--- config.mk ---
export PLATFORM = sky130hd
export DESIGN_NAME = apiir_ram
export DESIGN_NICKNAME = d
export VERILOG_FILES = /design/src/sv/apiir_ram.sv
export SDC_FILE = /design/constraint.sdc
export NUM_CORES = 1
export LEC_CHECK = 0
export BUFFER_PORTS_ARGS = -buffer_cell sky130_fd_sc_hd__buf_2
export CAP_MARGIN = 10
export CORE_UTILIZATION = 40
export CTS_CLUSTER_SIZE = 20
export DETAILED_ROUTE_END_ITERATION = 8
export MAX_ROUTING_LAYER = met4
export SLEW_MARGIN = 20
export SYNTH_ARGS = -nofsm -noshare
export SYNTH_HDL_FRONTEND = slang
export SYNTH_SLANG_ARGS = --single-unit
--- constraint.sdc ---
create_clock -name i_clk -period 20.4 [get_ports i_clk]
set_clock_uncertainty 0.2 [all_clocks]
set_input_delay 2.04 -clock i_clk [delete_from_list [all_inputs] [get_ports i_clk]]
set_output_delay 2.04 -clock i_clk [all_outputs]
set_load 0.01 [all_outputs]
--- src/sv/apiir_ram.sv ---
module apiir_ram #(
    parameter int WIDTH = 96,
    parameter int DEPTH = 8,
    parameter int AW    = (DEPTH > 1) ? $clog2(DEPTH) : 1
) (
    input  logic             i_clk,
    input  logic             i_we,
    input  logic [AW-1:0]    i_waddr,
    input  logic [WIDTH-1:0] i_wdata,
    input  logic             i_re,
    input  logic [AW-1:0]    i_raddr,
    output logic [WIDTH-1:0] o_rdata
);

    logic [WIDTH-1:0] r_mem [DEPTH];
    logic [WIDTH-1:0] r_rdata;

    always_ff @(posedge i_clk) begin
        if (i_we) begin
            r_mem[i_waddr] <= i_wdata;
        end
        if (i_re) begin
            r_rdata <= r_mem[i_raddr];
        end
    end

    assign o_rdata = r_rdata;

endmodule

# Yosys cells after proc, flatten, opt, wreduce, memory -nomap -nowiden
# Memory sizes are Yosys's and may differ from the RTL's. A register that Yosys moved wholly into a read port is not among the register bits.
# Index checks and enable logic that the tools add are counted.
op_classes:
  muxes: 2
op_table:
  columns: ["cell", "n"]
  rows:
  - ["$mux W1", 2]
word_totals:
  register_bits: 0
  mem_bits_rw: 768
  in_bits: 105
  output_inout_bits: 96
  wordCells: 3
  mem_count: 1
memory_table:
  columns: ["memory", "words", "width", "read_ports", "rd_clocked_by_memory_dff", "wr", "line", "text"]
  rows:
  - ["r_mem", 8, 96, 1, 1, 1, "15", "logic [WIDTH-1:0] r_mem [DEPTH];"]

# Logic depth before layout (Yosys ltp)
depth:
  ltp_word: 2
  depth_mapped: 5
  depth_no_buf: 2

# Worst setup path before layout
# No wires, ideal clock.
synth_timing:
  path_type: "input-to-reg"
  startpoint: "input port i_waddr[2]"
  endpoint: "memory r_mem[0][0], enable pin"
  setup_time_ps: 670
  arrival_ps: 8714
  t_required_ps: 19530
  setup_slack_ps: 10816
  stages: 2
  path_buffers: 0
  path_cell_list: "nand2b_1 -> nor3_1"
synth_rtl:
  columns: ["item", "line", "text"]
  rows:
  - ["from (decl)", "8", "input logic [AW-1:0] i_waddr,"]
  - ["to (decl)", "15", null]
# Straight into the memory's write port.

==> flow_summary_export.csv <==
group,metric,value,unit
status,status,"finished clean",
route,vias_per_cell,5.17,
pwr,clockPowerShare,0.419,
synth,ys.flop_type,"edfxtp_1",
route,initialDrtViolationCount,1082,
sta,period_needed,4.20,ns
synth,yosysUniqueCellTypes,11,
route,wire_per_inst,24.7,microns
die,rows,102,
critical_path,endpoint_kind,"flip-flop",
synth,yosysMostFrequentCell,"edfxtp_1",
pwr,vdd_ir_drop_max,0.0786,mV
synth,synth_common_cells,"edfxtp_1, mux4_2, mux2_2",
pwr,pwr-share-seq,0.532,
placement,port_buffers,200,
route,wl_met3,3670,microns
critical_path,cp_slowest_stage_delay,0.74,ns
pwr,cell_internal_pwr,0.00307,W
sta,finalSetupViolations,0,
die,core_area,78000,sq um
die,start_util,0.407,
die,io_pins,201,
synth,async_reset_ff_frac,0,
synth,synthDominantCellAreaShare,0.817,
cts,cts_tree,"yes",
cts,path_clk_slew,0.06,ns
route,post-route-drc-count,0,
critical_path,cp-start-kind,"input port",
sta,grt_setup_unrepaired,"false",
global_routing,grt_pass1_vias,14400,
route,first_pass_iters,4,
sta,fin_crit_sh,0.206,
cts,cts_made_buffers,90,
cells_and_area,fin_nets,1583,
critical_path,worstSetupPathType,"in -> reg",
synth,netlist_area,31800,sq um
route,ant_nets,0,
cts,ctsHoldBuffers,0,
synth,ys.warnings.count,0,
synth,synthCells,1219,
critical_path,required,20.57,ns
synth,ys_ff_latch,864,
global_routing,grt_first_pass_wirelength,94800,microns
cts,cts.repair.resized,0,
cts,clock_path_buffers,3,
sta,hold_viol,0,
cells_and_area,syn2layout_area_growth,16.2,%
cts,clock_tree.root_cell,"clkbuf_16",
placement,gp_congestion,0.682,
run,drv_cap,0,
sta,drv_slew,0,
sta,timing.final.ws_setup,16.20,ns
die,fp.dieArea,80500,sq um
critical_path,critPathArrivalTime,4.37,ns
synth,syn_area_per_cell,26.1,sq um
cts,htree_levels,3,
worst_hold_path,hold_class,"reg -> reg",
worst_hold_path,min_from,"r_mem[6][70]",
critical_path,slowest_stage,"buf_4",
global_routing,grt.total_usage,0.165,
critical_path,path_cells,"buf_8, buf_4, mux4_2, mux2_2",
pwr,powerDensity,104,nW/um^2
pwr,p_leak,11.9,nW
cts,post_cts_buffers,0,
sta,fmax,238,MHz
placement,place_hpwl,31800,microns
route,routed_wl,64300,microns
critical_path,rr_startpoint,"r_mem[5][81]",
route,num_vias,13400,
synth,synth.area.top_cells,"edfxtp_1, mux4_2, mux2_2",
worst_hold_path,min_path_cells,2,
critical_path,cp_max_fo,68,
sta,slew_headroom,0.279,
synth,synth_nets,1324,
pwr,swShare,0.202,
critical_path,r2r-end,"o_rdata[81]",
synth,yosysTopAreaCell,"edfxtp_1",
route,wl_met1,27700,microns
route,top_layer,"met4",
global_routing,antenna_found_initial,10,
worst_hold_path,whs_endpoint,"o_rdata[70]",
synth,ys_seq_area_frac,0.817,
cts,clk_latency,0.62,ns
global_routing,grt_max_degree,97,
cts,clkSinkCount,864,
die,die_height,284,microns
placement,dp_slack,15.28,ns
global_routing,grt-ovfl-total,0,
cells_and_area,layout-drive-gt1-share,0.415,
pwr,power_frac_comb,0.049,
sta,worst_pin_slew,1.08,ns
critical_path,reg2reg_depth,2,
sta,setup_tns,0,ns
route,route.met2.wl,31700,microns
synth,synth-edff-count,864,
critical_path,r2r_slack,18.80,ns
pwr,p_sw,0.000776,W
die,dieWidth,284,microns
==> registers in the layout, summed over array words and instances, names as in the netlist <==
register,count
r_mem,768
o_rdata,96
==> kinds of logic after synthesis <==
| kind of cell | after synthesis | share of synthesized area |
|---|---|---|
| buffers and inverters | 54 | 0.0113 |
| flip-flops | 864 | 0.817 |
| multiplexers | 288 | 0.170 |
| AND/OR/NAND/NOR | 13 | 0.00185 |
==> cell type report <==
type / count / area, sq um
flip-flops and latches: 864 / 25900
diodes: 12 / 30.0
multi-input cells: 301 / 5520
clock inverters: 55 / 572
fillers: 6291 / 41000
repair buffers: 221 / 1220
well taps: 1040 / 1300
clock buffers: 107 / 2340
==> per-stage QoR <==
stage / hold slack (ns) / instances / utilization / total power [W] / instance area [sq um]
after global routing: 0.554 / 2598 / 0.474 / 0.00397 / 36900
after global placement: 0.540 / 2426 / 0.436 / 0.00227 / 34000
after floorplan: 0.532 / 1219 / - / 0.00220 / 31800
after detailed placement: 0.544 / 2426 / 0.436 / 0.00228 / 34000
final: 0.544 / 2600 / 0.474 / 0.00385 / 36900
after CTS: 0.544 / 2588 / 0.473 / 0.00390 / 36900
==> per-layer routing <==
layer / vias to the layer above / global-route usage
met5: - / -
met4: 0 / 0.0388
met2: 293 / 0.261
met3: 91 / 0.0412
met1: 7269 / 0.216
li1: 5796 / -
==> power by group through the flow <==
stage / logic, W / clock network (W) / registers [W]
2_1_floorplan: 0.000105 / 0 / 0.00209
3_3_place_gp: 0.000189 / 0 / 0.00208
3_5_place_dp: 0.000193 / 0 / 0.00209
4_1_cts: 0.000193 / 0.00165 / 0.00205
5_1_grt: 0.000204 / 0.00171 / 0.00205
6_report: 0.000187 / 0.00161 / 0.00205
==> cells in the final DEF (no fill, tap or decap) <==
master | Yosys | final
mux4_2 | 192 | 192
buf_4 | 0 | 19
buf_6 | 20 | 1
inv_6 | 0 | 4
clkinv_2 | 0 | 15
mux2_2 | 96 | 96
bufinv_16 | 0 | 11
buf_12 | 0 | 3
clkinv_4 | 0 | 1
clkbuf_1 | 20 | 16
nor2_4 | 0 | 6
diode_2 | 0 | 12
buf_2 | 4 | 196
clkbuf_8 | 0 | 1
clkinvlp_4 | 0 | 2
nand2b_1 | 3 | 3
clkinv_1 | 0 | 20
nand2_1 | 2 | 2
buf_8 | 0 | 1
nor3_2 | 0 | 2
clkinv_8 | 0 | 2
clkbuf_16 | 0 | 91
edfxtp_1 | 864 | 864
==> how the worst max path moves through the flow <==
stage,slack (ns),start,end,cells past startpoint
after global placement,15.31,i_raddr[0],o_rdata[87],4
after global routing,16.02,i_raddr[0],o_rdata[48],4
final,16.20,i_raddr[0],o_rdata[48],4
after CTS,15.95,i_raddr[0],o_rdata[81],4
after floorplan,10.82,i_waddr[2],r_mem[0][0],2
after detailed placement,15.28,i_raddr[0],o_rdata[81],4
==> worst max-delay path, delay by kind of cell <==
kind	cells	cell delay, ns
buffers and inverters	2	1.31
muxes	2	0.88
(Power assumes the default switching activity.)
